[src/hdl/pwmfd_pkg.sv]
// -----------------------------------------------------------------------------
// pwmfd_pkg: shared constants for the PWM duty fader
// Field widths, parameter defaults and request codes used by the interfaces
// and the top level.
// -----------------------------------------------------------------------------
package pwmfd_pkg;

   localparam int NUM_BANKS_DEF         = 2;
   localparam int CHANNELS_PER_BANK_DEF = 8;
   localparam int DUTY_BITS_DEF         = 16;

   localparam int BANK_FIELD_W = 1;
   localparam int CHAN_FIELD_W = 3;
   localparam int DUTY_FIELD_W = 16;
   localparam int LEN_W        = 24;
   localparam int ELAPSED_W    = 25;
   localparam int STEP_W       = 10;

   localparam logic [STEP_W-1:0]    STEP_RESET  = 10'd50;
   localparam logic [ELAPSED_W-1:0] ELAPSED_MAX = '1;

   // request codes
   localparam logic REQ_START = 1'b0;
   localparam logic REQ_TICK  = 1'b1;

endpackage

[src/hdl/pwmfd_req_if.sv]
// -----------------------------------------------------------------------------
// pwmfd_req_if: request channel of the PWM duty fader
// Valid/ready channel carrying fade starts and time ticks.
// -----------------------------------------------------------------------------
interface pwmfd_req_if
   import pwmfd_pkg::*;
   ();
   logic                    valid;
   logic                    ready;
   logic                    req_type;
   logic [BANK_FIELD_W-1:0] bank;
   logic [CHAN_FIELD_W-1:0] channel_index;
   logic [DUTY_FIELD_W-1:0] goal_duty;
   logic [LEN_W-1:0]        fade_ms;

   modport source (output valid, req_type, bank, channel_index, goal_duty, fade_ms,
                   input ready);
   modport sink   (input valid, req_type, bank, channel_index, goal_duty, fade_ms,
                   output ready);
endinterface

[src/hdl/pwmfd_rsp_if.sv]
// -----------------------------------------------------------------------------
// pwmfd_rsp_if: duty update channel of the PWM duty fader
// Valid/ready channel carrying one changed channel duty per transfer.
// -----------------------------------------------------------------------------
interface pwmfd_rsp_if
   import pwmfd_pkg::*;
   ();
   logic                    valid;
   logic                    ready;
   logic [BANK_FIELD_W-1:0] out_bank;
   logic [CHAN_FIELD_W-1:0] out_channel;
   logic [DUTY_FIELD_W-1:0] new_duty;
   logic                    last;

   modport source (output valid, out_bank, out_channel, new_duty, last, input ready);
   modport sink   (input valid, out_bank, out_channel, new_duty, last, output ready);
endinterface

[src/hdl/pwmfd_ram.sv]
// -----------------------------------------------------------------------------
// pwmfd_ram: generic simple dual-port RAM
// One write port, one read port with registered read data.
// -----------------------------------------------------------------------------
module pwmfd_ram #(
   parameter int WIDTH = 8,
   parameter int DEPTH = 16,
   parameter int ADDR_W = (DEPTH > 1) ? $clog2(DEPTH) : 1
) (
   input  logic              clock,
   input  logic              wr_en,
   input  logic [ADDR_W-1:0] wr_addr,
   input  logic [WIDTH-1:0]  wr_data,
   input  logic              rd_en,
   input  logic [ADDR_W-1:0] rd_addr,
   output logic [WIDTH-1:0]  rd_data
);

   logic [WIDTH-1:0] mem_ff [DEPTH];
   logic [WIDTH-1:0] rd_data_ff;

   always_ff @(posedge clock) begin
      if (wr_en) begin
         mem_ff[wr_addr] <= wr_data;
      end
      if (rd_en) begin
         rd_data_ff <= mem_ff[rd_addr];
      end
   end

   assign rd_data = rd_data_ff;

endmodule

[src/hdl/pwmfd_div.sv]
// -----------------------------------------------------------------------------
// pwmfd_div: restoring divider, one quotient bit per cycle
// Divides a QW+DW bit dividend by a DW bit divisor whose quotient is known
// to fit in QW bits. Done pulses with the quotient valid.
// -----------------------------------------------------------------------------
module pwmfd_div #(
   parameter int QW = 16,
   parameter int DW = 24
) (
   input  logic             clock,
   input  logic             reset,
   input  logic             start,
   input  logic [DW+QW-1:0] dividend,
   input  logic [DW-1:0]    divisor,
   output logic             done,
   output logic [QW-1:0]    quotient
);

   localparam int CNT_W = $clog2(QW + 1);

   logic             busy_ff, busy_in;
   logic             done_ff, done_in;
   logic [CNT_W-1:0] cnt_ff, cnt_in;
   logic [DW-1:0]    rem_ff, rem_in;
   logic [QW-1:0]    lo_ff, lo_in;
   logic [DW-1:0]    dvs_ff, dvs_in;
   logic [DW:0]      trial;
   logic [DW:0]      diff;

   always_comb begin
      trial   = {rem_ff, lo_ff[QW-1]};
      diff    = trial - {1'b0, dvs_ff};
      busy_in = busy_ff;
      done_in = 1'b0;
      cnt_in  = cnt_ff;
      rem_in  = rem_ff;
      lo_in   = lo_ff;
      dvs_in  = dvs_ff;
      if (start) begin
         busy_in = 1'b1;
         cnt_in  = CNT_W'(QW);
         rem_in  = dividend[DW+QW-1:QW];
         lo_in   = dividend[QW-1:0];
         dvs_in  = divisor;
      end else if (busy_ff) begin
         // shift in the next dividend bit, subtract when it fits
         if (trial >= {1'b0, dvs_ff}) begin
            rem_in = diff[DW-1:0];
            lo_in  = {lo_ff[QW-2:0], 1'b1};
         end else begin
            rem_in = trial[DW-1:0];
            lo_in  = {lo_ff[QW-2:0], 1'b0};
         end
         cnt_in = cnt_ff - CNT_W'(1);
         if (cnt_ff == CNT_W'(1)) begin
            busy_in = 1'b0;
            done_in = 1'b1;
         end
      end
   end

   always_ff @(posedge clock) begin
      if (reset) begin
         busy_ff <= 1'b0;
         done_ff <= 1'b0;
         cnt_ff  <= '0;
      end else begin
         busy_ff <= busy_in;
         done_ff <= done_in;
         cnt_ff  <= cnt_in;
      end
      rem_ff <= rem_in;
      lo_ff  <= lo_in;
      dvs_ff <= dvs_in;
   end

   assign done     = done_ff;
   assign quotient = lo_ff;

   a_busy_cnt : assert property (@(posedge clock) disable iff (reset)
      busy_ff |-> cnt_ff != '0)
      else $error("divider busy with no steps left");

   a_no_restart : assert property (@(posedge clock) disable iff (reset)
      start |-> !busy_ff)
      else $error("divider started while busy");

   a_rem_bound : assert property (@(posedge clock) disable iff (reset)
      busy_ff |-> rem_ff < dvs_ff)
      else $error("partial remainder not below divisor");

endmodule

[src/hdl/multi_channel_pwm_duty_fader.sv]
// -----------------------------------------------------------------------------
// multi_channel_pwm_duty_fader: linear duty fade over a table of PWM channels
// A start reads the channel record, then writes it back. A tick scans the
// channels in turn: an idle channel is skipped, an armed channel that finishes
// is read, loaded and written back, and one still ramping also goes through the
// multiply and the shared serial divider; a flush step ends the scan and sends
// the final update. Output back-pressure can stall a tick. One request at a time.
// Reset clears the armed and written bits at once; no clearing pass is needed.
// -----------------------------------------------------------------------------
module multi_channel_pwm_duty_fader
   import pwmfd_pkg::*;
#(
   parameter int NUM_BANKS         = NUM_BANKS_DEF,
   parameter int CHANNELS_PER_BANK = CHANNELS_PER_BANK_DEF,
   parameter int DUTY_BITS         = DUTY_BITS_DEF
) (
   input  logic              clock,
   input  logic              reset,
   pwmfd_req_if.sink         req_chan,
   pwmfd_rsp_if.source       rsp_chan,
   input  logic              csr_wr_en,
   input  logic [STEP_W-1:0] csr_wr_data
);

   localparam int NUM_CH    = NUM_BANKS * CHANNELS_PER_BANK;
   localparam int IDX_W     = (NUM_CH > 1) ? $clog2(NUM_CH) : 1;
   localparam int IDX_CNT_W = $clog2(NUM_CH + 1);
   localparam int BANK_W    = (NUM_BANKS > 1) ? $clog2(NUM_BANKS) : 1;
   localparam int CH_W      = (CHANNELS_PER_BANK > 1) ? $clog2(CHANNELS_PER_BANK) : 1;
   localparam int PROD_W    = LEN_W + DUTY_BITS;

   // sequencer codes
   localparam logic [3:0] S_IDLE    = 4'd0;
   localparam logic [3:0] S_ST_WR   = 4'd1;
   localparam logic [3:0] S_TK_SCAN = 4'd2;
   localparam logic [3:0] S_TK_LOAD = 4'd3;
   localparam logic [3:0] S_TK_MUL  = 4'd4;
   localparam logic [3:0] S_TK_DGO  = 4'd5;
   localparam logic [3:0] S_TK_DIV  = 4'd6;
   localparam logic [3:0] S_TK_WR   = 4'd7;
   localparam logic [3:0] S_TK_FLSH = 4'd8;

   // one channel record as held in the table RAM
   typedef struct packed {
      logic [DUTY_BITS-1:0] present;
      logic [DUTY_BITS-1:0] start;
      logic [DUTY_BITS-1:0] target;
      logic [LEN_W-1:0]     len;
      logic [ELAPSED_W-1:0] elapsed;
   } chan_rec_type;

   localparam int REC_W = $bits(chan_rec_type);

   // control state
   logic [3:0]           state_ff, state_in;
   logic [IDX_CNT_W-1:0] idx_ff, idx_in;
   logic [BANK_W-1:0]    bank_ff, bank_in;
   logic [CH_W-1:0]      chan_ff, chan_in;
   logic [NUM_CH-1:0]    armed_ff, armed_in;
   logic [NUM_CH-1:0]    vld_ff, vld_in;      // record was ever written
   logic [STEP_W-1:0]    step_ff, step_in;
   logic                 pend_valid_ff, pend_valid_in;
   logic                 rsp_valid_ff, rsp_valid_in;

   // payload / datapath
   logic [IDX_W-1:0]        st_idx_ff, st_idx_in;
   logic [DUTY_BITS-1:0]    st_goal_ff, st_goal_in;
   logic [LEN_W-1:0]        st_len_ff, st_len_in;
   chan_rec_type            rec_ff, rec_in;
   logic [DUTY_BITS-1:0]    v_ff, v_in;
   logic                    fin_ff, fin_in;
   logic                    dir_ff, dir_in;    // 1: ramp down
   logic [DUTY_BITS-1:0]    diff_ff, diff_in;
   logic [PROD_W-1:0]       prod_ff, prod_in;
   logic [BANK_FIELD_W-1:0] pend_bank_ff, pend_bank_in;
   logic [CHAN_FIELD_W-1:0] pend_chan_ff, pend_chan_in;
   logic [DUTY_FIELD_W-1:0] pend_duty_ff, pend_duty_in;
   logic [BANK_FIELD_W-1:0] rsp_bank_ff, rsp_bank_in;
   logic [CHAN_FIELD_W-1:0] rsp_chan_ff, rsp_chan_in;
   logic [DUTY_FIELD_W-1:0] rsp_duty_ff, rsp_duty_in;
   logic                    rsp_last_ff, rsp_last_in;

   // RAM and divider hookup
   logic             ram_wr_en, ram_rd_en;
   logic [IDX_W-1:0] ram_wr_addr, ram_rd_addr;
   logic [REC_W-1:0] ram_wr_data, ram_rd_data;
   chan_rec_type     rd_rec, wr_rec;
   logic             div_start, div_done;
   logic [DUTY_BITS-1:0] div_q;

   // helpers
   logic [IDX_W-1:0]     cur_idx;
   logic                 st_in_range;
   logic [IDX_W-1:0]     st_addr;
   logic                 out_free;
   logic                 changed;
   logic [ELAPSED_W:0]   el_sum;
   logic [ELAPSED_W-1:0] el_sat;
   logic [DUTY_BITS-1:0] ld_present;
   logic                 ld_fin;

   pwmfd_ram #(
      .WIDTH (REC_W),
      .DEPTH (NUM_CH),
      .ADDR_W(IDX_W)
   ) u_table (
      .clock  (clock),
      .wr_en  (ram_wr_en),
      .wr_addr(ram_wr_addr),
      .wr_data(ram_wr_data),
      .rd_en  (ram_rd_en),
      .rd_addr(ram_rd_addr),
      .rd_data(ram_rd_data)
   );

   pwmfd_div #(
      .QW(DUTY_BITS),
      .DW(LEN_W)
   ) u_div (
      .clock   (clock),
      .reset   (reset),
      .start   (div_start),
      .dividend(prod_ff),
      .divisor (rec_ff.len),
      .done    (div_done),
      .quotient(div_q)
   );

   assign cur_idx     = idx_ff[IDX_W-1:0];
   assign rd_rec      = chan_rec_type'(ram_rd_data);
   assign ram_wr_data = REC_W'(wr_rec);
   assign st_in_range = (int'(req_chan.bank) < NUM_BANKS) &&
                        (int'(req_chan.channel_index) < CHANNELS_PER_BANK);
   assign st_addr     = IDX_W'(int'(req_chan.bank) * CHANNELS_PER_BANK +
                               int'(req_chan.channel_index));
   assign out_free    = !rsp_valid_ff || rsp_chan.ready;
   assign changed     = (v_ff != rec_ff.present);

   // elapsed advance, saturating at the field maximum
   assign el_sum = {1'b0, rec_ff.elapsed} + (ELAPSED_W + 1)'(step_ff);
   assign el_sat = el_sum[ELAPSED_W] ? ELAPSED_MAX : el_sum[ELAPSED_W-1:0];

   // a never-written record reads as all zero duty
   assign ld_present = vld_ff[cur_idx] ? rd_rec.present : '0;
   assign ld_fin     = (rd_rec.len == '0) ||
                       (rd_rec.elapsed >= {1'b0, rd_rec.len}) ||
                       (rd_rec.start == rd_rec.target);

   always_comb begin
      state_in      = state_ff;
      idx_in        = idx_ff;
      bank_in       = bank_ff;
      chan_in       = chan_ff;
      armed_in      = armed_ff;
      vld_in        = vld_ff;
      step_in       = step_ff;
      pend_valid_in = pend_valid_ff;
      rsp_valid_in  = rsp_valid_ff;
      st_idx_in     = st_idx_ff;
      st_goal_in    = st_goal_ff;
      st_len_in     = st_len_ff;
      rec_in        = rec_ff;
      v_in          = v_ff;
      fin_in        = fin_ff;
      dir_in        = dir_ff;
      diff_in       = diff_ff;
      prod_in       = prod_ff;
      pend_bank_in  = pend_bank_ff;
      pend_chan_in  = pend_chan_ff;
      pend_duty_in  = pend_duty_ff;
      rsp_bank_in   = rsp_bank_ff;
      rsp_chan_in   = rsp_chan_ff;
      rsp_duty_in   = rsp_duty_ff;
      rsp_last_in   = rsp_last_ff;
      ram_wr_en     = 1'b0;
      ram_wr_addr   = cur_idx;
      wr_rec        = rec_ff;
      ram_rd_en     = 1'b0;
      ram_rd_addr   = cur_idx;
      div_start     = 1'b0;

      // drop the output register once its transfer completes
      if (rsp_valid_ff && rsp_chan.ready) begin
         rsp_valid_in = 1'b0;
      end

      if (csr_wr_en) begin
         step_in = csr_wr_data;
      end

      case (state_ff)
         S_IDLE: begin
            if (req_chan.valid) begin
               if (req_chan.req_type == REQ_TICK) begin
                  idx_in   = '0;
                  bank_in  = '0;
                  chan_in  = '0;
                  state_in = S_TK_SCAN;
               end else if (st_in_range) begin
                  // fetch the record so the start duty can copy the present duty
                  ram_rd_en   = 1'b1;
                  ram_rd_addr = st_addr;
                  st_idx_in   = st_addr;
                  st_goal_in  = DUTY_BITS'(req_chan.goal_duty);
                  st_len_in   = req_chan.fade_ms;
                  state_in    = S_ST_WR;
               end
            end
         end

         S_ST_WR: begin
            wr_rec.present = vld_ff[st_idx_ff] ? rd_rec.present : '0;
            wr_rec.start   = wr_rec.present;
            wr_rec.target  = st_goal_ff;
            wr_rec.len     = st_len_ff;
            wr_rec.elapsed = '0;
            ram_wr_en      = 1'b1;
            ram_wr_addr    = st_idx_ff;
            armed_in[st_idx_ff] = 1'b1;
            vld_in[st_idx_ff]   = 1'b1;
            state_in       = S_IDLE;
         end

         S_TK_SCAN: begin
            if (idx_ff == IDX_CNT_W'(NUM_CH)) begin
               state_in = S_TK_FLSH;
            end else if (armed_ff[cur_idx]) begin
               ram_rd_en = 1'b1;
               state_in  = S_TK_LOAD;
            end else begin
               // skip an idle channel
               idx_in = idx_ff + IDX_CNT_W'(1);
               if (chan_ff == CH_W'(CHANNELS_PER_BANK - 1)) begin
                  chan_in = '0;
                  bank_in = bank_ff + BANK_W'(1);
               end else begin
                  chan_in = chan_ff + CH_W'(1);
               end
            end
         end

         S_TK_LOAD: begin
            rec_in         = rd_rec;
            rec_in.present = ld_present;
            fin_in         = ld_fin;
            dir_in         = rd_rec.start > rd_rec.target;
            diff_in        = (rd_rec.start > rd_rec.target) ?
                             rd_rec.start - rd_rec.target :
                             rd_rec.target - rd_rec.start;
            if (ld_fin) begin
               v_in     = rd_rec.target;
               state_in = S_TK_WR;
            end else begin
               state_in = S_TK_MUL;
            end
         end

         S_TK_MUL: begin
            // elapsed is below the length here, so its low bits carry it all
            prod_in  = PROD_W'(rec_ff.elapsed[LEN_W-1:0]) * PROD_W'(diff_ff);
            state_in = S_TK_DGO;
         end

         S_TK_DGO: begin
            div_start = 1'b1;
            state_in  = S_TK_DIV;
         end

         S_TK_DIV: begin
            if (div_done) begin
               v_in     = dir_ff ? rec_ff.start - div_q : rec_ff.start + div_q;
               state_in = S_TK_WR;
            end
         end

         S_TK_WR: begin
            // hold while a new update would need a busy output register
            if (!(changed && pend_valid_ff && !out_free)) begin
               if (changed) begin
                  if (pend_valid_ff) begin
                     rsp_valid_in = 1'b1;
                     rsp_bank_in  = pend_bank_ff;
                     rsp_chan_in  = pend_chan_ff;
                     rsp_duty_in  = pend_duty_ff;
                     rsp_last_in  = 1'b0;
                  end
                  pend_valid_in = 1'b1;
                  pend_bank_in  = bank_ff[0];
                  pend_chan_in  = CHAN_FIELD_W'(chan_ff);
                  pend_duty_in  = DUTY_FIELD_W'(v_ff);
               end
               wr_rec.present = v_ff;
               wr_rec.elapsed = el_sat;
               ram_wr_en      = 1'b1;
               vld_in[cur_idx] = 1'b1;
               if (fin_ff) begin
                  armed_in[cur_idx] = 1'b0;
               end
               idx_in = idx_ff + IDX_CNT_W'(1);
               if (chan_ff == CH_W'(CHANNELS_PER_BANK - 1)) begin
                  chan_in = '0;
                  bank_in = bank_ff + BANK_W'(1);
               end else begin
                  chan_in = chan_ff + CH_W'(1);
               end
               state_in = S_TK_SCAN;
            end
         end

         S_TK_FLSH: begin
            // the held update is the final one of this tick
            if (!pend_valid_ff) begin
               state_in = S_IDLE;
            end else if (out_free) begin
               rsp_valid_in  = 1'b1;
               rsp_bank_in   = pend_bank_ff;
               rsp_chan_in   = pend_chan_ff;
               rsp_duty_in   = pend_duty_ff;
               rsp_last_in   = 1'b1;
               pend_valid_in = 1'b0;
               state_in      = S_IDLE;
            end
         end

         default: begin
            state_in = S_IDLE;
         end
      endcase
   end

   always_ff @(posedge clock) begin
      if (reset) begin
         state_ff      <= S_IDLE;
         idx_ff        <= '0;
         bank_ff       <= '0;
         chan_ff       <= '0;
         armed_ff      <= '0;
         vld_ff        <= '0;
         step_ff       <= STEP_RESET;
         pend_valid_ff <= 1'b0;
         rsp_valid_ff  <= 1'b0;
      end else begin
         state_ff      <= state_in;
         idx_ff        <= idx_in;
         bank_ff       <= bank_in;
         chan_ff       <= chan_in;
         armed_ff      <= armed_in;
         vld_ff        <= vld_in;
         step_ff       <= step_in;
         pend_valid_ff <= pend_valid_in;
         rsp_valid_ff  <= rsp_valid_in;
      end
      st_idx_ff    <= st_idx_in;
      st_goal_ff   <= st_goal_in;
      st_len_ff    <= st_len_in;
      rec_ff       <= rec_in;
      v_ff         <= v_in;
      fin_ff       <= fin_in;
      dir_ff       <= dir_in;
      diff_ff      <= diff_in;
      prod_ff      <= prod_in;
      pend_bank_ff <= pend_bank_in;
      pend_chan_ff <= pend_chan_in;
      pend_duty_ff <= pend_duty_in;
      rsp_bank_ff  <= rsp_bank_in;
      rsp_chan_ff  <= rsp_chan_in;
      rsp_duty_ff  <= rsp_duty_in;
      rsp_last_ff  <= rsp_last_in;
   end

   // the request side takes a transfer only between requests
   assign req_chan.ready       = (state_ff == S_IDLE);
   assign rsp_chan.valid       = rsp_valid_ff;
   assign rsp_chan.out_bank    = rsp_bank_ff;
   assign rsp_chan.out_channel = rsp_chan_ff;
   assign rsp_chan.new_duty    = rsp_duty_ff;
   assign rsp_chan.last        = rsp_last_ff;

   a_idle_no_pending : assert property (@(posedge clock) disable iff (reset)
      state_ff == S_IDLE |-> !pend_valid_ff)
      else $error("held duty update left behind after a tick");

   a_write_armed : assert property (@(posedge clock) disable iff (reset)
      state_ff == S_TK_WR |-> armed_ff[cur_idx])
      else $error("tick write-back on a disarmed channel");

   a_div_fits : assert property (@(posedge clock) disable iff (reset)
      div_start |-> prod_ff[PROD_W-1:DUTY_BITS] < rec_ff.len)
      else $error("ramp quotient would overflow the duty width");

   a_rsp_last_flush : assert property (@(posedge clock) disable iff (reset)
      (rsp_valid_in && !rsp_valid_ff && rsp_last_in) |-> state_ff == S_TK_FLSH)
      else $error("final update of a tick issued outside the flush step");

endmodule
[src/flat_wrapper.sv]
// flat-port wrapper written by rule: the top's interface ports become plain ports
module multi_channel_pwm_duty_fader_flat import pwmfd_pkg::*;
#(
   parameter int NUM_BANKS         = NUM_BANKS_DEF,
   parameter int CHANNELS_PER_BANK = CHANNELS_PER_BANK_DEF,
   parameter int DUTY_BITS         = DUTY_BITS_DEF
)
  (clock, reset, csr_wr_en, csr_wr_data, req_chan_valid, req_chan_req_type, req_chan_bank, req_chan_channel_index, req_chan_goal_duty, req_chan_fade_ms, req_chan_ready, rsp_chan_valid, rsp_chan_out_bank, rsp_chan_out_channel, rsp_chan_new_duty, rsp_chan_last, rsp_chan_ready);
  pwmfd_req_if req_chan_i ();
  pwmfd_rsp_if rsp_chan_i ();
  input  logic clock;
  input  logic reset;
  input  logic csr_wr_en;
  input  logic [STEP_W-1:0] csr_wr_data;
  input wire logic [$bits(req_chan_i.valid)-1:0] req_chan_valid;
  input wire logic [$bits(req_chan_i.req_type)-1:0] req_chan_req_type;
  input wire logic [$bits(req_chan_i.bank)-1:0] req_chan_bank;
  input wire logic [$bits(req_chan_i.channel_index)-1:0] req_chan_channel_index;
  input wire logic [$bits(req_chan_i.goal_duty)-1:0] req_chan_goal_duty;
  input wire logic [$bits(req_chan_i.fade_ms)-1:0] req_chan_fade_ms;
  output wire logic [$bits(req_chan_i.ready)-1:0] req_chan_ready;
  output wire logic [$bits(rsp_chan_i.valid)-1:0] rsp_chan_valid;
  output wire logic [$bits(rsp_chan_i.out_bank)-1:0] rsp_chan_out_bank;
  output wire logic [$bits(rsp_chan_i.out_channel)-1:0] rsp_chan_out_channel;
  output wire logic [$bits(rsp_chan_i.new_duty)-1:0] rsp_chan_new_duty;
  output wire logic [$bits(rsp_chan_i.last)-1:0] rsp_chan_last;
  input wire logic [$bits(rsp_chan_i.ready)-1:0] rsp_chan_ready;
  assign req_chan_i.valid = req_chan_valid;
  assign req_chan_i.req_type = req_chan_req_type;
  assign req_chan_i.bank = req_chan_bank;
  assign req_chan_i.channel_index = req_chan_channel_index;
  assign req_chan_i.goal_duty = req_chan_goal_duty;
  assign req_chan_i.fade_ms = req_chan_fade_ms;
  assign req_chan_ready = req_chan_i.ready;
  assign rsp_chan_valid = rsp_chan_i.valid;
  assign rsp_chan_out_bank = rsp_chan_i.out_bank;
  assign rsp_chan_out_channel = rsp_chan_i.out_channel;
  assign rsp_chan_new_duty = rsp_chan_i.new_duty;
  assign rsp_chan_last = rsp_chan_i.last;
  assign rsp_chan_i.ready = rsp_chan_ready;
  multi_channel_pwm_duty_fader #(.NUM_BANKS(NUM_BANKS), .CHANNELS_PER_BANK(CHANNELS_PER_BANK), .DUTY_BITS(DUTY_BITS)) u_core (.clock(clock), .reset(reset), .req_chan(req_chan_i), .rsp_chan(rsp_chan_i), .csr_wr_en(csr_wr_en), .csr_wr_data(csr_wr_data));
endmodule
[config.mk]
export PLATFORM = sky130hd
export DESIGN_NAME = multi_channel_pwm_duty_fader_flat
export DESIGN_NICKNAME = d
export VERILOG_FILES = /design/src/hdl/pwmfd_pkg.sv /design/src/hdl/pwmfd_req_if.sv /design/src/hdl/pwmfd_rsp_if.sv /design/src/hdl/pwmfd_ram.sv /design/src/hdl/pwmfd_div.sv /design/src/hdl/multi_channel_pwm_duty_fader.sv /design/src/flat_wrapper.sv
export SDC_FILE = /design/constraint.sdc
export NUM_CORES = 2
export LEC_CHECK = 0
export ABC_AREA = 1
export BUFFER_PORTS_ARGS = -buffer_cell sky130_fd_sc_hd__buf_2
export CAP_MARGIN = 5
export CORE_ASPECT_RATIO = 0.5
export CORE_MARGIN = 2
export CORE_UTILIZATION = 40
export DETAILED_ROUTE_END_ITERATION = 7
export PLACE_DENSITY = 0.53
export SLEW_MARGIN = 20
export SYNTH_ARGS = -nofsm -noshare
export SYNTH_HDL_FRONTEND = slang
export SYNTH_SLANG_ARGS = --single-unit
[constraint.sdc]
create_clock -name clock -period 17.3 [get_ports clock]
set_input_delay 1.73 -clock clock [delete_from_list [all_inputs] [get_ports clock]]
set_output_delay 1.73 -clock clock [all_outputs]
set_load 0.01 [all_outputs]
==> flow_metrics.py <==
metrics = {
    "power": {
        "p_leak_uw": 0.0398,
        "irDropWorstVdd_mv": 0.402,
        "power_density_nw_per_um2": 197,
        "power.total_uw": 21100,
    },
    "final_layout": {
        "drive_gt1_frac": 0.0612,
        "utilization": 0.441,
        "nets": 9014,
        "area_growth_pct": 9.82,
    },
    "placed_design": {
        "place_hpwl_um": 174000,
        "io_buffers": 82,
        "gp_congestion": 0.901,
    },
    "grt": {
        "gr-total-overflow": 0,
        "grt_max_degree": 199,
        "grt_first_pass_wirelength_um": 439000,
        "grt_antenna_before_repair": 23,
        "grtUsageTotal": 0.238,
        "grt_pass1_vias": 64100,
    },
    "die": {
        "fp-row-count": 128,
        "floorplan.die.height_um": 354,
        "die-area_sq_um": 249000,
        "coreArea_sq_um": 243000,
        "die_w_um": 703,
        "start_util": 0.402,
        "pin_count": 83,
    },
    "critical_path": {
        "required_ps": 17870,
        "cp_max_fo": 24,
        "r2r_slack_ps": 10470,
        "cp.arrival_ps": 7400,
        "critPathKind": "flip-flop to flip-flop",
        "r2r_end": "u_core.prod_ff[35]",
        "reg2reg_from": "u_core.diff_ff[4]",
        "start_kind": "flip-flop",
        "crit_start": "u_core.diff_ff[4]",
        "crit_path_end_kind": "flip-flop",
        "crit_path_end": "u_core.prod_ff[35]",
        "rr_worst_depth": 20,
    },
    "detailed_routing": {
        "antenna_left": 0,
        "via_per_inst": 5.60,
        "totalWireLength_um": 300000,
        "drtPass1Iterations": 6,
        "wl_per_cell_um": 25.4,
        "drt_iter0_drc": 7521,
        "drcViolationCount": 0,
        "vias": 66200,
    },
    "clock_network": {
        "cts-root-buf": "clkbuf_16",
        "cts_htree_levels": 4,
        "clk_latency_ps": 880,
        "clkSinkCount": 2033,
        "ctsHoldBuffers": 0,
        "numCtsBuffers": 197,
        "clockBufferDepth": 4,
        "path_clk_slew_ps": 70,
        "cts_tree": "done",
        "cts_setup_buffers": 0,
        "cts_resized": 0,
    },
    "yosys": {
        "postSynthAreaPerCell_sq_um": 11.5,
        "synth_fp_nets": 9099,
        "yosysUniqueCellTypes": 49,
        "synth_cells": 8503,
        "yosys_most_used_dff": "edfxtp_1",
        "seq_area_frac_synth": 0.618,
        "async_flop_share": 0,
        "synth_area_sq_um": 97800,
        "synth_edf_count": 1969,
        "yosysWarnings": 0,
        "ys_seq_elements": 2033,
    },
    "timing": {
        "fin_hold_ws_ps": 419,
        "setup_tns_ps": 0,
        "fmax_mhz": 146,
        "finalCriticalPeriod_ps": 6830,
        "slew_violations": 0,
        "hold_viol_final": 0,
        "timing.slew.headroom": 0.215,
        "timing.final.crit_share": 0.395,
        "setup_viol": 0,
        "rsz0062_at_grt": "no",
        "worst_slew_pin_slew_ps": 1170,
        "finClkSkew_ps": 92.5,
    },
    "min_path": {
        "hp-class": "flip-flop to flip-flop",
    },
    "job": {
        "cap_viol_max_count": 0,
    },
    "status": {
        "outcome": "complete, no violations",
    },
}
[registers in the layout, summed over array words and instances (netlist names), 24 cells and up]
signal                  cells
u_core.rec_ff              97
u_core.u_div.dvs_ff        24
u_core.prod_ff             40
u_core.u_table.mem_ff    1552
u_core.st_len_ff           24
u_core.u_div.rem_ff        24
u_core.u_table.rd_data     97
[placed cells by master (no fill, tap or decap), types with 18 or more instances in the layout]
cell type / instances
o21ai_1: 322
xnor2_1: 52
dfxtp_1: 64
xor2_1: 78
buf_2: 82
nand3_1: 340
buf_4: 90
inv_1: 841
a21oi_1: 185
o21bai_1: 104
nor2_1: 932
a31oi_1: 21
o221ai_1: 293
o21ai_0: 670
clkinv_2: 32
a21o_1: 19
o211ai_1: 110
buf_12: 18
clkbuf_1: 43
nor3_1: 26
ha_1: 225
clkinv_1: 40
clkbuf_16: 200
fa_1: 311
nand4_1: 46
nand2_1: 1294
bufinv_16: 20
edfxtp_1: 1969
[worst min-delay path by stage]
stage	start	end	slack, ps	cells after the start
after floorplan	u_core.pend_duty_ff[0]	u_core.rsp_chan.new_duty[0]	400	0
after global placement	u_core.pend_chan_ff[1]	u_core.rsp_chan.out_channel[1]	400	0
after detailed placement	u_core.pend_duty_ff[14]	u_core.rsp_chan.new_duty[14]	400	0
after CTS	u_core.pend_duty_ff[14]	u_core.rsp_chan.new_duty[14]	410	0
after global routing	u_core.pend_duty_ff[15]	u_core.rsp_chan.new_duty[15]	430	0
final	u_core.pend_duty_ff[15]	u_core.rsp_chan.new_duty[15]	420	0
[worst max-delay path: stages (launching register included)]
cell	delay, ps
edfxtp_1	1040
nand2_1	190
fa_1	540
fa_1	500
inv_1	50
ha_1	180
fa_1	490
inv_1	60
fa_1	540
inv_1	50
fa_1	470
ha_1	380
nand2_1	130
inv_1	90
a21oi_1	120
o21ai_0	560
a21boi_0	370
o21ai_0	500
nand3_1	170
nand3_1	100
nand2_1	50
[per-stage QoR]
step / setup slack, ps / cell area [sq um] / instances
after global routing: 10150 / 107000 / 11800
final: 10470 / 107000 / 11800
after CTS: 10560 / 107000 / 11800
after floorplan: 7290 / 97800 / 8503
after detailed placement: 10440 / 101000 / 11500
after global placement: 10390 / 101000 / 11500
[layout make-up]
cell class / count / area [sq um]
clock inverters: 101 / 1030
fillers: 22500 / 136000
inverters: 853 / 3220
flip-flops and latches: 2033 / 60400
well taps: 3250 / 4070
diodes: 4 / 10.0
multi-input cells: 5142 / 32000
clock buffers: 243 / 5170
repair buffers: 191 / 1470
[kinds of logic (layout without fill, tap and decap cells)]
kind of cell,count (synthesis),in the layout,synth area share
xor gates and xnor gates,130,130,0.0116
AOI/OAI and AO/OA,1775,1775,0.110
DFF,2033,2033,0.618
other,0,4,0
adders and majority gates,536,536,0.0925
buffers and inverters,1328,1388,0.0572
and+or+nand+nor,2701,2701,0.111
[layer usage]
layer	GRT usage	wire, um
met3	0.0493	27700
met2	0.346	127000
met1	0.364	139000
met5	0	76
met4	0.0533	6500
[Yosys cell counts, types with 64 or more instances]
cell type,n,area share
o21ai_0,674,0.035
edfxtp_1,1969,0.60
xor2_1,78,0.0070
o221ai_1,295,0.026
o211ai_1,110,0.0084
a21oi_1,187,0.0096
nand2_1,1294,0.050
dfxtp_1,64,0.013
fa_1,311,0.064
ha_1,225,0.029
nor2_1,948,0.036
o21bai_1,104,0.0080
inv_1,844,0.032
buf_2,138,0.0071
o21ai_1,322,0.016
clkbuf_1,229,0.0088
nand3_1,340,0.017
[where the power goes]
group	total, uW	switching (uW)	leakage (uW)	internal (uW)
Clock	4290	1880	0.00302	2410
Combinational	10100	7090	0.0184	3040
Sequential	6680	263	0.0183	6420
Total	21100	9230	0.0398	11900
(Power assumes the default switching activity.)
